<file path="config.mk">
export PLATFORM = sky130hd
export DESIGN_NAME = command_byte_button_sequencer_core_flat
export DESIGN_NICKNAME = d
export VERILOG_FILES = /design/src/cbbs_pkg.sv /design/src/cbbs_req_if.sv /design/src/cbbs_rsp_if.sv /design/src/cbbs_cfg_if.sv /design/src/cbbs_cfg_regs.sv /design/src/cbbs_step.sv /design/src/command_byte_button_sequencer_core.sv /design/src/flat_wrapper.sv
export SDC_FILE = /design/constraint.sdc
export NUM_CORES = 1
export LEC_CHECK = 0
export BUFFER_PORTS_ARGS = -buffer_cell sky130_fd_sc_hd__buf_2
export CAP_MARGIN = 0
export CORE_MARGIN = 1.5
export CORE_UTILIZATION = 58
export CTS_CLUSTER_DIAMETER = 30
export DETAILED_ROUTE_END_ITERATION = 10
export PLACE_DENSITY = 0.81
export SLEW_MARGIN = 20
export SYNTH_ARGS = -nofsm -noshare
export SYNTH_HDL_FRONTEND = slang
export SYNTH_SLANG_ARGS = --single-unit
</file>
<file path="constraint.sdc">
create_clock -name clk -period 4.8 [get_ports clk]
set_input_delay 0.96 -clock clk [delete_from_list [all_inputs] [get_ports clk]]
set_output_delay 0.96 -clock clk [all_outputs]
set_load 0.02 [all_outputs]
</file>
<file path="src/cbbs_pkg.sv">
// Package for the command byte button sequencer: report, state and
// configuration types, hat and stick codes, register indexes.
// No dependencies.
`timescale 1ns / 1ps
`default_nettype none

package cbbs_pkg;

  // Hat codes
  localparam logic [1:0] HAT_IDLE = 2'd0;
  localparam logic [1:0] HAT_WEST = 2'd1;
  localparam logic [1:0] HAT_EAST = 2'd2;
  localparam logic [1:0] HAT_TOP  = 2'd3;

  // Stick codes
  localparam logic [1:0] STICK_REST = 2'd0;
  localparam logic [1:0] STICK_LOW  = 2'd1;
  localparam logic [1:0] STICK_HIGH = 2'd2;

  // Configuration register indexes
  localparam logic [1:0] REG_ACTION_GAP = 2'd0;
  localparam logic [1:0] REG_START_WAIT = 2'd1;
  localparam logic [1:0] REG_REPEAT_CNT = 2'd2;

  // Reset values of the configuration registers
  localparam logic [7:0] ACTION_GAP_RESET = 8'd3;
  localparam logic [7:0] START_WAIT_RESET = 8'd5;
  localparam logic [3:0] REPEAT_CNT_RESET = 4'd2;

  // Spin count that becomes a single reverse spin
  localparam logic [1:0] SPIN_REVERSE = 2'd3;

  // Button, hat and stick content of one report
  typedef struct packed {
    logic [1:0] ry;
    logic [1:0] rx;
    logic [1:0] hat;
    logic       y;
    logic       x;
    logic       l;
    logic       a;
  } report_t;

  typedef struct packed {
    logic [7:0] action_gap;
    logic [7:0] start_wait;
    logic [3:0] repeat_cnt;
  } cfg_t;

  typedef struct packed {
    logic [3:0]        repeats_left;
    report_t           held;
    logic              piece_busy;
    logic              hold_pending;
    logic [1:0]        spins_left;
    logic signed [3:0] moves_left;
    logic [7:0]        wait_left;
  } seq_state_t;

  typedef struct packed {
    logic    taken;
    report_t rpt;
    logic    is_repeat;
  } result_t;

endpackage

`default_nettype wire

</file>
<file path="src/cbbs_req_if.sv">
// Request channel: valid/ready plus an optional command byte.
// No dependencies.
`timescale 1ns / 1ps
`default_nettype none

interface cbbs_req_if;
  logic       valid;
  logic       ready;
  logic       byte_present;
  logic [7:0] command_byte;

  modport source (output valid, byte_present, command_byte, input ready);
  modport sink (input valid, byte_present, command_byte, output ready);
endinterface

`default_nettype wire

</file>
<file path="src/cbbs_rsp_if.sv">
// Report channel: valid/ready plus the fields of one controller report.
// No dependencies.
`timescale 1ns / 1ps
`default_nettype none

interface cbbs_rsp_if;
  logic       valid;
  logic       ready;
  logic       byte_taken;
  logic       press_a;
  logic       press_l;
  logic       press_x;
  logic       press_y;
  logic [1:0] hat_dir;
  logic [1:0] stick_rx;
  logic [1:0] stick_ry;
  logic       is_repeat;

  modport source (output valid, byte_taken, press_a, press_l, press_x, press_y,
                  hat_dir, stick_rx, stick_ry, is_repeat, input ready);
  modport sink (input valid, byte_taken, press_a, press_l, press_x, press_y,
                hat_dir, stick_rx, stick_ry, is_repeat, output ready);
endinterface

`default_nettype wire

</file>
<file path="src/cbbs_cfg_if.sv">
// Configuration write channel: valid/ready, register index and data.
// No dependencies.
`timescale 1ns / 1ps
`default_nettype none

interface cbbs_cfg_if;
  logic       valid;
  logic       ready;
  logic [1:0] index;
  logic [7:0] data;

  modport source (output valid, index, data, input ready);
  modport sink (input valid, index, data, output ready);
endinterface

`default_nettype wire

</file>
<file path="src/cbbs_cfg_regs.sv">
// Configuration register bank for the sequencer.
// Depends on cbbs_pkg and cbbs_cfg_if.
`timescale 1ns / 1ps
`default_nettype none

module cbbs_cfg_regs
  import cbbs_pkg::*;
(
  input  wire logic   clk,
  input  wire logic   rst,
  cbbs_cfg_if.sink    cfg,
  output cfg_t        regs
);

  // Writes are always taken
  assign cfg.ready = 1'b1;

  always_ff @(posedge clk) begin
    if (rst) begin
      regs.action_gap <= ACTION_GAP_RESET;
      regs.start_wait <= START_WAIT_RESET;
      regs.repeat_cnt <= REPEAT_CNT_RESET;
    end else if (cfg.valid) begin
      case (cfg.index)
        REG_ACTION_GAP: regs.action_gap <= cfg.data;
        REG_START_WAIT: regs.start_wait <= cfg.data;
        REG_REPEAT_CNT: regs.repeat_cnt <= cfg.data[3:0];
        default: ;
      endcase
    end
  end

endmodule

`default_nettype wire

</file>
<file path="src/cbbs_step.sv">
// Step logic: one request against the current state gives the report and
// the next state. Purely combinational. Depends on cbbs_pkg.
`timescale 1ns / 1ps
`default_nettype none

module cbbs_step
  import cbbs_pkg::*;
(
  input  wire seq_state_t  cur,
  input  wire cfg_t        regs,
  input  wire logic   byte_present,
  input  wire logic [7:0] command_byte,
  output seq_state_t  nxt,
  output result_t     res
);

  seq_state_t        mid;
  report_t           rpt;
  logic              take;
  logic              direct;
  logic signed [3:0] mag;

  assign take   = byte_present && (cur.repeats_left == 4'd0);
  assign direct = command_byte[7];
  assign mag    = {1'b0, command_byte[2:0]};

  // Byte decode: direct buttons, or load of a new piece command
  always_comb begin
    mid = cur;
    rpt = '0;
    if (take && direct) begin
      rpt.a = command_byte[0];
      if (command_byte[2])      rpt.rx = STICK_HIGH;
      else if (command_byte[1]) rpt.rx = STICK_LOW;
      else                      rpt.rx = STICK_REST;
      if (command_byte[4])      rpt.ry = STICK_HIGH;
      else if (command_byte[3]) rpt.ry = STICK_LOW;
      else                      rpt.ry = STICK_REST;
    end else if (take) begin
      mid.hold_pending = command_byte[6];
      mid.spins_left   = command_byte[5:4];
      mid.moves_left   = command_byte[3] ? -mag : mag;
      mid.wait_left    = regs.start_wait;
      mid.piece_busy   = 1'b1;
    end
  end

  // Piece action sequencing and result
  always_comb begin
    nxt = mid;
    res = '0;
    res.rpt = rpt;
    if (cur.repeats_left != 4'd0) begin
      nxt = cur;
      nxt.repeats_left = cur.repeats_left - 4'd1;
      res.rpt = cur.held;
      res.is_repeat = 1'b1;
    end else begin
      res.taken = take;
      if (mid.piece_busy) begin
        if (mid.wait_left != 8'd0) begin
          nxt.wait_left = mid.wait_left - 8'd1;
        end else begin
          nxt.wait_left = regs.action_gap;
          if (mid.hold_pending) begin
            res.rpt.l = 1'b1;
            nxt.hold_pending = 1'b0;
          end else if (mid.spins_left != 2'd0) begin
            if (mid.spins_left == SPIN_REVERSE) begin
              res.rpt.x = 1'b1;
              nxt.spins_left = 2'd0;
            end else begin
              res.rpt.y = 1'b1;
              nxt.spins_left = mid.spins_left - 2'd1;
            end
          end else if (mid.moves_left > 4'sd0) begin
            res.rpt.hat = HAT_WEST;
            nxt.moves_left = mid.moves_left - 4'sd1;
          end else if (mid.moves_left < 4'sd0) begin
            res.rpt.hat = HAT_EAST;
            nxt.moves_left = mid.moves_left + 4'sd1;
          end else begin
            res.rpt.hat = HAT_TOP;
            nxt.piece_busy = 1'b0;
          end
        end
      end
      nxt.held = res.rpt;
      nxt.repeats_left = regs.repeat_cnt;
    end
  end

endmodule

`default_nettype wire

</file>
<file path="src/command_byte_button_sequencer_core.sv">
// Command byte button sequencer: turns report requests and command bytes
// into controller reports. Three channels, all valid/ready:
//   req - one request per report, optionally offering a command byte.
//   rsp - one report per request, in order, with byte_taken and is_repeat.
//   cfg - register writes (action gap, start wait, repeat count), which the
//         user must make only while no request is outstanding; unchecked here.
// Each request is decoded in the cycle it is accepted and its report lands
// in the output register at that edge, and while rsp is not stalled one
// request can be accepted every cycle. This is set by the single
// step stage feeding the output register.
// req.ready is high while the output register is empty or being emptied
// in the same cycle; a stalled rsp holds its report and blocks further
// requests until it is taken.
// Synchronous reset clears the sequencing state and the output valid and
// loads the register defaults (gap 3, start wait 5, repeats 2). There is
// no clearing pass.
// Depends on cbbs_pkg, the channel interfaces, cbbs_cfg_regs, cbbs_step.
`timescale 1ns / 1ps
`default_nettype none

module command_byte_button_sequencer_core
  import cbbs_pkg::*;
(
  input  wire logic clk,
  input  wire logic rst,
  cbbs_cfg_if.sink  cfg,
  cbbs_req_if.sink  req,
  cbbs_rsp_if.source rsp
);

  cfg_t       regs;
  seq_state_t state;
  seq_state_t state_next;
  result_t    res_next;
  result_t    res;
  logic       rsp_valid;
  logic       req_fire;

  cbbs_cfg_regs u_cfg (
    .clk  (clk),
    .rst  (rst),
    .cfg  (cfg),
    .regs (regs)
  );

  cbbs_step u_step (
    .cur          (state),
    .regs         (regs),
    .byte_present (req.byte_present),
    .command_byte (req.command_byte),
    .nxt          (state_next),
    .res          (res_next)
  );

  // Accept while the output register is free or draining
  assign req.ready = !rsp_valid || rsp.ready;
  assign req_fire  = req.valid && req.ready;

  // Sequencing state
  always_ff @(posedge clk) begin
    if (rst) begin
      state <= '0;
    end else if (req_fire) begin
      state <= state_next;
    end
  end

  // Output register
  always_ff @(posedge clk) begin
    if (rst) begin
      rsp_valid <= 1'b0;
    end else if (req_fire) begin
      rsp_valid <= 1'b1;
    end else if (rsp.ready) begin
      rsp_valid <= 1'b0;
    end
  end

  always_ff @(posedge clk) begin
    if (req_fire) begin
      res <= res_next;
    end
  end

  assign rsp.valid      = rsp_valid;
  assign rsp.byte_taken = res.taken;
  assign rsp.press_a    = res.rpt.a;
  assign rsp.press_l    = res.rpt.l;
  assign rsp.press_x    = res.rpt.x;
  assign rsp.press_y    = res.rpt.y;
  assign rsp.hat_dir    = res.rpt.hat;
  assign rsp.stick_rx   = res.rpt.rx;
  assign rsp.stick_ry   = res.rpt.ry;
  assign rsp.is_repeat  = res.is_repeat;

`ifndef SYNTHESIS
  // A repeat never consumes a byte
  a_repeat_no_take: assert property (@(posedge clk) disable iff (rst)
    rsp_valid && res.is_repeat |-> !res.taken)
    else $error("repeat report consumed a byte");

  // Pending repeats make the next report a repeat
  a_repeat_follows: assert property (@(posedge clk) disable iff (rst)
    req_fire && (state.repeats_left != 4'd0) |=> rsp_valid && res.is_repeat)
    else $error("pending repeat not issued");

  // At most one piece action button per report
  a_one_action: assert property (@(posedge clk) disable iff (rst)
    rsp_valid |-> $countones({res.rpt.l, res.rpt.x, res.rpt.y}) <= 1)
    else $error("more than one piece action in a report");
`endif

endmodule

`default_nettype wire
</file>
<file path="src/flat_wrapper.sv">
// flat-port wrapper written by rule: the top's interface ports become plain ports
module command_byte_button_sequencer_core_flat import cbbs_pkg::*;
  (clk, rst, cfg_valid, cfg_index, cfg_data, cfg_ready, req_valid, req_byte_present, req_command_byte, req_ready, rsp_valid, rsp_byte_taken, rsp_press_a, rsp_press_l, rsp_press_x, rsp_press_y, rsp_hat_dir, rsp_stick_rx, rsp_stick_ry, rsp_is_repeat, rsp_ready);
  cbbs_cfg_if cfg_i ();
  cbbs_req_if req_i ();
  cbbs_rsp_if rsp_i ();
  input  wire logic clk;
  input  wire logic rst;
  input wire logic [$bits(cfg_i.valid)-1:0] cfg_valid;
  input wire logic [$bits(cfg_i.index)-1:0] cfg_index;
  input wire logic [$bits(cfg_i.data)-1:0] cfg_data;
  output wire logic [$bits(cfg_i.ready)-1:0] cfg_ready;
  input wire logic [$bits(req_i.valid)-1:0] req_valid;
  input wire logic [$bits(req_i.byte_present)-1:0] req_byte_present;
  input wire logic [$bits(req_i.command_byte)-1:0] req_command_byte;
  output wire logic [$bits(req_i.ready)-1:0] req_ready;
  output wire logic [$bits(rsp_i.valid)-1:0] rsp_valid;
  output wire logic [$bits(rsp_i.byte_taken)-1:0] rsp_byte_taken;
  output wire logic [$bits(rsp_i.press_a)-1:0] rsp_press_a;
  output wire logic [$bits(rsp_i.press_l)-1:0] rsp_press_l;
  output wire logic [$bits(rsp_i.press_x)-1:0] rsp_press_x;
  output wire logic [$bits(rsp_i.press_y)-1:0] rsp_press_y;
  output wire logic [$bits(rsp_i.hat_dir)-1:0] rsp_hat_dir;
  output wire logic [$bits(rsp_i.stick_rx)-1:0] rsp_stick_rx;
  output wire logic [$bits(rsp_i.stick_ry)-1:0] rsp_stick_ry;
  output wire logic [$bits(rsp_i.is_repeat)-1:0] rsp_is_repeat;
  input wire logic [$bits(rsp_i.ready)-1:0] rsp_ready;
  assign cfg_i.valid = cfg_valid;
  assign cfg_i.index = cfg_index;
  assign cfg_i.data = cfg_data;
  assign cfg_ready = cfg_i.ready;
  assign req_i.valid = req_valid;
  assign req_i.byte_present = req_byte_present;
  assign req_i.command_byte = req_command_byte;
  assign req_ready = req_i.ready;
  assign rsp_valid = rsp_i.valid;
  assign rsp_byte_taken = rsp_i.byte_taken;
  assign rsp_press_a = rsp_i.press_a;
  assign rsp_press_l = rsp_i.press_l;
  assign rsp_press_x = rsp_i.press_x;
  assign rsp_press_y = rsp_i.press_y;
  assign rsp_hat_dir = rsp_i.hat_dir;
  assign rsp_stick_rx = rsp_i.stick_rx;
  assign rsp_stick_ry = rsp_i.stick_ry;
  assign rsp_is_repeat = rsp_i.is_repeat;
  assign rsp_i.ready = rsp_ready;
  command_byte_button_sequencer_core u_core (.clk(clk), .rst(rst), .cfg(cfg_i), .req(req_i), .rsp(rsp_i));
endmodule
</file>
# ---- Word level (Yosys, flattened, before mapping)
# Index checks and enable logic that the tools add are counted.
dict set report op_classes {
  eq_ne 3
  div_mod_pow 0
  order_cmp 2
  n_mul 0
  n_mux 38
  shifts 0
  n_reduce_logical 15
  add_sub_neg 6
  bitwise 1
}
# cell count
set op_table {}
lappend op_table {{$mux 16} 3}
lappend op_table {{$mux 30} 1}
lappend op_table {{$mux 4} 7}
lappend op_table {{$mux 2} 8}
lappend op_table {{$mux 8} 2}
lappend op_table {{$mux 5} 3}
lappend op_table {{$mux 1} 13}
lappend op_table {{$reduce_and 2->1} 4}
lappend op_table {{$reduce_bool 8->1} 1}
lappend op_table {{$sub 8x1->8 const B} 1}
lappend op_table {{$mux 6} 1}
lappend op_table {{$add 4x2->4 const B} 1}
lappend op_table {{$eq 2x2->1 const B} 2}
lappend op_table {{$gt 4x1->1 const B} 1}
lappend op_table {{$logic_not 4->1} 1}
lappend op_table {{$lt 4x1->1 const B} 1}
lappend op_table {{$neg 3->4} 1}
lappend op_table {{$reduce_bool 2->1} 2}
lappend op_table {{$reduce_bool 4->1} 1}
lappend op_table {{$sub 4x1->4 const B} 1}
lappend op_table {{$sub 4x2->4 const B} 1}
lappend op_table {{$logic_and 1x1->1} 3}
lappend op_table {{$eq 2x1->1 const B} 1}
lappend op_table {{$logic_not 2->1} 1}
lappend op_table {{other kinds (4)} 4}
dict set report totals {
  n_memories 0
  inputBits 24
  ff_bits 63
  mem_bits_ro 0
  word_cells 91
  latchBits 0
  ram_bits 0
  output_inout_bits 15
}

# ---- Depth between registers and ports, before layout
# Gate-level depths: netlist of run 1.
dict set report depth {
  depth_word 12
  ltp_mapped 16
  depth_no_buf 15
}

# ---- Modules after synthesis
# A second synthesis of run 1 with hierarchy kept.
dict set report hier_totals {
  hier_cells 468
  hier_area_um2 4077.7
}
# mod seq_area_each_um2 area_each_um2 n_inst cells_per_inst
set by_module_without_submodules {}
lappend by_module_without_submodules {command_byte_button_sequencer_core 980.9 1815.5 1 154}
lappend by_module_without_submodules {cbbs_step 0.0 1416.4 1 232}
lappend by_module_without_submodules {cbbs_cfg_regs 400.4 845.8 1 82}

# ---- Least setup slack after synthesis of run 1
# Ideal clock, no wire load.
dict set report synth_path {
  path_kind {in2reg}
  startpoint {in req_byte_present}
  endpoint {reg u_core.state[11] (netlist bit)}
  arrival_time_ns 3.592
  n_path_buf 1
  path_stages 10
  slack_ns 1.086
  required_ns 4.678
  cell_sequence {nor2b_1 -> nand2_4 -> clkbuf_1 -> mux2i_1 -> ha_1 -> or4bb_1 -> a211o_1 -> a22oi_4 -> nand2b_1 -> o311a_1}
}
dict set report synth_between {
  elab_chain_cells 10
}
# item line
set synth_rtl {}
lappend synth_rtl {{start: declaration} flat_wrapper.sv:14} ;# input wire logic [$bits(req_i.byte_present)-1:0] req_byte_present;
lappend synth_rtl {{$logic_and 1x1->1 (*)} cbbs_step.sv:23} ;# assign take = byte_present && (cur.repeats_left == 4'd0);
lappend synth_rtl {{$mux 16 or $logic_and 1x1->1 (tied branches)} {cbbs_step.sv:39, cbbs_step.sv:31}}
lappend synth_rtl {{$mux 16 (*)} cbbs_step.sv:31} ;# if (take && direct) begin
lappend synth_rtl {{$add 4x2->4 or $lt 4x1->1 (tied branches)} {cbbs_step.sv:81, cbbs_step.sv:79}}
lappend synth_rtl {{$mux 4} cbbs_step.sv:79} ;# end else if (mid.moves_left < 4'sd0) begin
lappend synth_rtl {{$mux 4} cbbs_step.sv:76} ;# end else if (mid.moves_left > 4'sd0) begin
lappend synth_rtl {{$mux 4} cbbs_step.sv:68} ;# end else if (mid.spins_left != 2'd0) begin
lappend synth_rtl {{$mux 6} cbbs_step.sv:65} ;# if (mid.hold_pending) begin
lappend synth_rtl {{$mux 8} cbbs_step.sv:61} ;# if (mid.wait_left != 8'd0) begin
lappend synth_rtl {{$mux 16 (*)} cbbs_step.sv:60} ;# if (mid.piece_busy) begin
lappend synth_rtl {{end signal: assignment} command_byte_button_sequencer_core.sv:64} ;# state <= state_next;
lappend synth_rtl {{end: declaration} command_byte_button_sequencer_core.sv:32} ;# seq_state_t state;
# Every way passes the cells marked *; elsewhere a longest branch is shown, timed or not.
# A chain may end at the register's enable or synchronous reset.

# ---- Worst setup path after layout of run 1
# Same ends and word-level chain as after synthesis.

==> summary.txt, run 1 <==
status: complete, no violations
crit path DAT: 3.99 ns
synth unique cells: 66
Die Area: 6403 µm²
Total Power: 1442 µW
final period utilization: 0.7701
crit-path max FO: 18
CTS Sinks: 63
Clk pwr share: 0.318
TritonCTS Buffers: 9
DRT iter0 DRCs: 193
CTS tree: yes
sw power: 484.8 µW
synth warn: 0
first-pass GRT wire length: 12.88 mm
Max Freq: 270.5 MHz
WL final: 7.515 mm
crit path kind: input port to flip-flop
root buf cell: clkbuf_8
DRC errors left: 0
Non-Filler Instances: 500
initial antenna violation count: 0
clock tree buffer depth: 2
Slew Limit Fails: 0
RR Endpoint: u_core.state[11]
Setup Fix Bufs, Post-CTS: 0
post-cts hold buffer count: 0
Seq/Total Area, Yosys: 0.4015
EDFF count, synth: 12
part of the power in registers: 0.413
clock skew: 0.008770 ns
Tmin final: 3.696 ns
largest net degree at the start of global routing: 57
synthesized area: 3441 µm²
clock slew at reported path FFs: 0.07 ns
Vias: 2,934
hpwl dp: 5.251 mm
Yosys reg bits: 63
Hold Path Class: flip-flop to flip-flop
Die Wd: 80.02 µm
Layout area overhead: 11.20%
worst-margin pin slew: 1.011 ns
CTS resizes: 0
grt total ovfl: 0
Placeable Area: 5608 µm²
Antenna Cells: 0
htree depth: 3
nets: 456
clk_lat worst skew: 0.35 ns
Most used DFF post-synth: dfxtp_1
R2R depth: 13
setup violators final: 0
Rel. slew slack: 0.3262
Critical Path RT: 5.09 ns
Critical Path End Type: flip-flop
Fin Hold WS: 0.4594 ns
max cap viols: 0
Crit. Startpoint: req_byte_present
worst r2r src: u_core.state[26]
die height: 80.02 µm
vias in the first global route: 2,880
Final Hold Viols: 0
ANT nets after route: 0
aggregate global-route resource usage: 0.2591
share of layout cells above drive strength 1: 0.1636
power per standard cell area: 377.0 nW/µm²
GP Congestion: 0.8458
Max VDD drop: 0.0003330 V
Worst R2R Setup Slack: 1.23 ns
internal power: 957.7 µW
# IOs: 39
P_leak: 0.001585 µW
RSZ-0062 raised after global routing: no
wire per inst: 15.03 µm
crit path capture: u_core.state[11]
Setup TNS: 0 ns
syn_nets: 426
Sw Share: 0.3361
Syn Inst Count: 393
first drt pass iteration count: 4
asr flop ratio synth: 0
Initial Utilization: 0.6136
row count: 27
combinational power share: 0.268
Syn Area/Cell: 8.755 µm²
Startpoint Class: input port
vias per cell: 5.868
Inst Count DP: 484
IO Port Bufs: 37
state kept, by name, indices dropped and copies added (netlist names):
register	flops
u_core.state	30
u_core.u_cfg.regs	20
u_core.rsp.hat_dir	2
u_core.rsp.stick_rx	2
u_core.rsp.stick_ry	2
u_core.rsp.byte_taken	1
u_core.rsp.is_repeat	1
u_core.rsp.press_a	1
u_core.rsp.press_l	1
u_core.rsp.press_x	1
u_core.rsp.press_y	1
u_core.rsp.valid	1
worst min path at each step:
| stage | from | end | cells after the start |
|---|---|---|---|
| 5_1_grt | u_core.state[23] | u_core.state[23] | 2 |
| 3_5_place_dp | u_core.state[19] | u_core.state[19] | 2 |
| 3_3_place_gp | u_core.state[13] | u_core.state[13] | 2 |
| 6_report | u_core.state[25] | u_core.state[25] | 2 |
| 2_1_floorplan | u_core.state[13] | u_core.state[13] | 2 |
| 4_1_cts | u_core.state[19] | u_core.state[19] | 2 |
through the flow:
stage	cell area [µm²]	utilization	setup slack [ns]
finish	3826	0.6823	1.104
global route	3826	0.6823	0.8877
CTS	3826	0.6823	1.144
detailed placement	3630	0.6473	0.8325
global placement	3630	0.6473	0.8809
floorplan	3441	-	1.086
critical path, stage by stage:
cell and delay, ns:
buf_2 0.09, nor2b_1 0.48, nand2_4 0.27, mux2i_1 0.26, ha_1 0.27, or4bb_1 0.50
a211o_1 0.34, nand2_1 0.14, nand3_1 0.13, o311ai_1 0.33, o311a_1 0.21
Yosys cell counts (3+ instances only):
master | count | area [µm²]
nand3b_1 | 9 | 67.56
ha_1 | 9 | 112.6
inv_1 | 16 | 60.06
xor2_1 | 4 | 35.03
xnor2_1 | 5 | 43.79
nor2b_1 | 4 | 25.02
nor3_1 | 13 | 65.06
edfxtp_1 | 12 | 360.4
a21oi_1 | 21 | 105.1
nand3_1 | 11 | 55.05
o21ai_1 | 5 | 25.02
buf_2 | 3 | 15.01
nand2_1 | 54 | 202.7
buf_4 | 3 | 22.52
a22o_1 | 3 | 26.28
o31ai_1 | 3 | 22.52
a311oi_1 | 8 | 70.07
nor2_1 | 48 | 180.2
a211oi_1 | 4 | 30.03
a211o_1 | 6 | 52.55
o21ai_0 | 3 | 15.01
nor3b_1 | 3 | 22.52
o211ai_1 | 4 | 30.03
dfxtp_1 | 51 | 1021
mux2i_1 | 25 | 250.2
clkbuf_1 | 12 | 45.04
nand2b_1 | 4 | 25.02
nor4_1 | 4 | 25.02
final cells by class:
type / instances / area, µm²
inverters: 17 / 66.31
repair buffers: 41 / 215.2
clock inverters: 7 / 72.57
clock buffers: 9 / 123.9
multi-input cells: 291 / 1877
well taps: 72 / 90.09
fillers: 466 / 1782
flip-flops and latches: 63 / 1381
power groups by stage:
stage / combinational (µW) / clock [µW] / sequential, µW
global route: 431 / 493 / 600
detailed placement: 383 / 0 / 608
CTS: 386 / 470 / 595
global placement: 375 / 0 / 607
floorplan: 293 / 0 / 613
finish: 387 / 459 / 596
cell families after synthesis:
family                     count (synthesis)  share of synthesized area
and+or+nand+nor                          169                     0.2418
AOI/OAI and AO/OA                         77                     0.1709
DFF                                       63                     0.4015
buffers and inverters                     39                    0.05309
muxes                                     26                    0.07600
adders and majority gates                  9                    0.03273
xor gates and xnor gates                   9                    0.02291
other                                      1                   0.001090
placed cells by master (no fill, tap or decap), types with 9 or more instances in the layout:
cell and n:
nand3_1 11, nand3b_1 9, clkbuf_8 9, ha_1 9
edfxtp_1 12, a21oi_1 21, dfxtp_1 51, inv_1 16
mux2i_1 25, buf_2 37, nor2_1 48, nor3_1 13
nand2_1 54
routing by layer:
layer  track usage  vias up  routed length (µm)
met3       0.05943        7                 343
met2        0.4462       65                3765
met4        0.1034        0                  57
met5             0        -                   0
met1        0.3097     1397                3349
li1              -     1465                   -
Power figures use the tool's default switching activity.
==> run 2: changes to the inputs <==
--- a/config.mk
+++ b/config.mk
@@ -5,13 +5,14 @@
 export SDC_FILE = /design/constraint.sdc
 export NUM_CORES = 1
 export LEC_CHECK = 0
+export ABC_AREA = 1
 export BUFFER_PORTS_ARGS = -buffer_cell sky130_fd_sc_hd__buf_2
 export CAP_MARGIN = 0
 export CORE_MARGIN = 1.5
-export CORE_UTILIZATION = 58
+export CORE_UTILIZATION = 53
 export CTS_CLUSTER_DIAMETER = 30
 export DETAILED_ROUTE_END_ITERATION = 10
-export PLACE_DENSITY = 0.81
+export PLACE_DENSITY = 0.78
 export SLEW_MARGIN = 20
 export SYNTH_ARGS = -nofsm -noshare
 export SYNTH_HDL_FRONTEND = slang
==> constraint.sdc (replaced) <==
create_clock -name clk -period 3.3 [get_ports clk]
set_input_delay 0.66 -clock clk [delete_from_list [all_inputs] [get_ports clk]]
set_output_delay 0.66 -clock clk [all_outputs]
set_load 0.02 [all_outputs]
==> run 2 against run 1 <==
- worst hold slack gained 0.0066 ns
- non-clock buffer count grew 3
- count of clock-buffer cells in the layout grew 4
- sequential share of layout area shrank 0.20 points
- synthesized area shrank 1.7%
- critical path depth grew 2
- sequential power grew 54%
- largest cell class unchanged
- largest power group unchanged
==> summary.txt, run 2 <==
status: complete, no violations
Rel. slew slack: 0.5527
# IOs: 39
cell taking the most area after synthesis: dfxtp_1
synth unique cells: 42
Adder-Cell Fraction of Synth Area: 0.03331
Reg with most FFs: u_core.state
share of layout cells above drive strength 1: 0.2025
biggest registers after layout: u_core.state (30), u_core.u_cfg.regs (20)
Setup TNS: 0 ns
crit-path max FO: 14
Syn Area/Cell: 7.649 µm²
Max Freq: 380.7 MHz
nets: 517
DRC errors left: 0
master of the slowest instance on the critical path: dfxtp_1
die height: 82.87 µm
syn_nets: 475
most frequent cells in the layout: 94 x nand2_1, 51 x dfxtp_1, 44 x inv_1
clk_lat worst skew: 0.36 ns
TritonCTS Buffers: 9
wire per inst: 13.46 µm
max FFs per register: 30
Yosys reg bits: 63
Synth area leaders: dfxtp_1 30%, edfxtp_1 11%, nand2_1 10%
Initial Utilization: 0.5610
mux cell area share after synthesis: 0
grt total ovfl: 0
row count: 28
Vias: 2,999
top-count cell post-synth: nand2_1
vias in the first global route: 2,876
Critical Path RT: 3.58 ns
Most used DFF post-synth: dfxtp_1
synthesized area: 3381 µm²
Slew Limit Fails: 0
htree depth: 3
P_leak: 0.001763 µW
Worst Hold Path EP: u_core.state[13]
WL final: 7.590 mm
RR Endpoint: u_core.state[7]
Total Power: 2338 µW
first drt pass iteration count: 4
clock tree buffer depth: 2
max cap viols: 0
power per standard cell area: 607.7 nW/µm²
RSZ-0062 raised after global routing: no
setup violators final: 0
ANT nets after route: 0
R2R depth: 13
post-synth top area share: 0.3020
DRT iter0 DRCs: 137
vias per cell: 5.317
Die Area: 6867 µm²
CP delay by family, top: simple AND/OR/NAND/NOR gates
clock skew: 0.008511 ns
worst r2r src: u_core.state[27]
Setup Fix Bufs, Post-CTS: 0
post-layout util: 0.6385
largest net degree at the start of global routing: 38
hold path depth: 2
crit-path max cell delay: 0.34 ns
initial antenna violation count: 0
Inst Count DP: 548
Non-Filler Instances: 564
Placeable Area: 6026 µm²
EDFF count, synth: 12
post-cts hold buffer count: 0
crit path kind: flip-flop to flip-flop
hpwl dp: 5.506 mm
Layout area overhead: 13.80%
largest family of logic cells by synthesized area: simple AND/OR/NAND/NOR gates
Fin Hold WS: 0.4660 ns
IO Port Bufs: 37
CTS Sinks: 63
crit path DAT: 2.91 ns
post-synthesis simple-gate area fraction: 0.2939
Synth top cells by count: 94 x nand2_1, 51 x dfxtp_1, 44 x inv_1, 43 x o21ai_0, 41 x nor2_1
first-pass GRT wire length: 12.95 mm
Stages on worst setup path: 13
Tmin final: 2.627 ns
Hold Crit Start: u_core.state[13]
CTS tree: yes
GP Congestion: 0.9593
synth warn: 0
Syn Inst Count: 442
clock slew at reported path FFs: 0.07 ns
asr flop ratio synth: 0
Worst R2R Setup Slack: 0.67 ns
Die Wd: 82.87 µm
FILL cells: 566
Startpoint Class: flip-flop
Critical Path End Type: flip-flop
Final Hold Viols: 0
CTS resizes: 0
Antenna Cells: 0
aggregate global-route resource usage: 0.2325
Hold Path Class: flip-flop to flip-flop
worst-margin pin slew: 0.6703 ns
most common cell after layout, fill and taps aside: nand2_1
crit path buf inv count: 2
xor/xnor cell area share of the yosys netlist: 0.01295
final period utilization: 0.7959
root buf cell: clkbuf_8
Seq/Total Area, Yosys: 0.4086
area fraction in compound gates after synthesis: 0.1677
Max VDD drop: 0.0004365 V
CP Cell Sequence: inv_1, ha_1, nand3_4, nor2_8, o21ai_0, inv_1, ha_1, nand2_1, nor2_1, nand3_1, o21ai_1, a31oi_1, a21oi_1
## run 2: cell types whose count changed after synthesis, sizes merged, moves of 9 or more
cell | previous run | this run
nand3 | 11 | 28
mux2i | 25 | 0
nor3 | 13 | 4
nand2 | 55 | 105
o21ai | 8 | 55
inv | 17 | 51
nand3b | 9 | 0
a311oi | 9 | 0
a21oi | 21 | 34
## run 2: worst max path at each step
stage	start	to
floorplan	req_command_byte[7]	u_core.state[10]
global placement	req_command_byte[7]	u_core.rsp.hat_dir[1]
detailed placement	req_command_byte[7]	u_core.state[10]
CTS	u_core.state[27]	u_core.state[7]
global route	u_core.state[26]	u_core.state[7]
finish	u_core.state[27]	u_core.state[7]
## run 2: routing by layer
| layer | routed length (µm) | up-vias | track usage |
|---|---|---|---|
| li1 | - | 1540 | - |
| met1 | 3241 | 1369 | 0.2698 |
| met2 | 3776 | 75 | 0.4065 |
| met3 | 413 | 15 | 0.06958 |
| met4 | 159 | 0 | 0.08030 |
| met5 | 0 | - | 0 |
## run 2: final cells by class
class	instances	area, µm²	area share
clock buffer	13	191.4	0.04976
clock inverter	3	21.27	0.005528
inverter	53	201.4	0.05236
multi-input combinational	313	1720	0.4472
sequential	63	1381	0.3590
tap	75	93.84	0.02439
timing repair buffer	44	237.7	0.06179
## run 2: kinds of logic (layout without fill, tap and decap cells)
logic type | Yosys count | after routing
compound gates | 102 | 102
xor+xnor | 5 | 5
other cells | 1 | 1
fa+ha+maj | 9 | 9
buf+inv | 66 | 113
simple gates | 196 | 196
flops | 63 | 63
## run 2: report_power, final
group | internal [µW] | total, µW | switching, µW
clock | 385 | 696 | 311
combinational | 241 | 724 | 482
sequential | 876 | 919 | 43.3
total | 1500 | 2340 | 836
## run 2: tightest hold or removal path: stages, from the launching register on
cell     delay [ns]
dfxtp_1        0.31
nand2_1        0.06
a21oi_1        0.05
## run 2: per-stage QoR
stage | area (µm²) | setup slack, ns
after global routing | 3847 | 0.3829
final | 3847 | 0.6734
after global placement | 3635 | 0.6228
after detailed placement | 3635 | 0.5990
after CTS | 3847 | 0.6738
after floorplan | 3381 | 0.9050
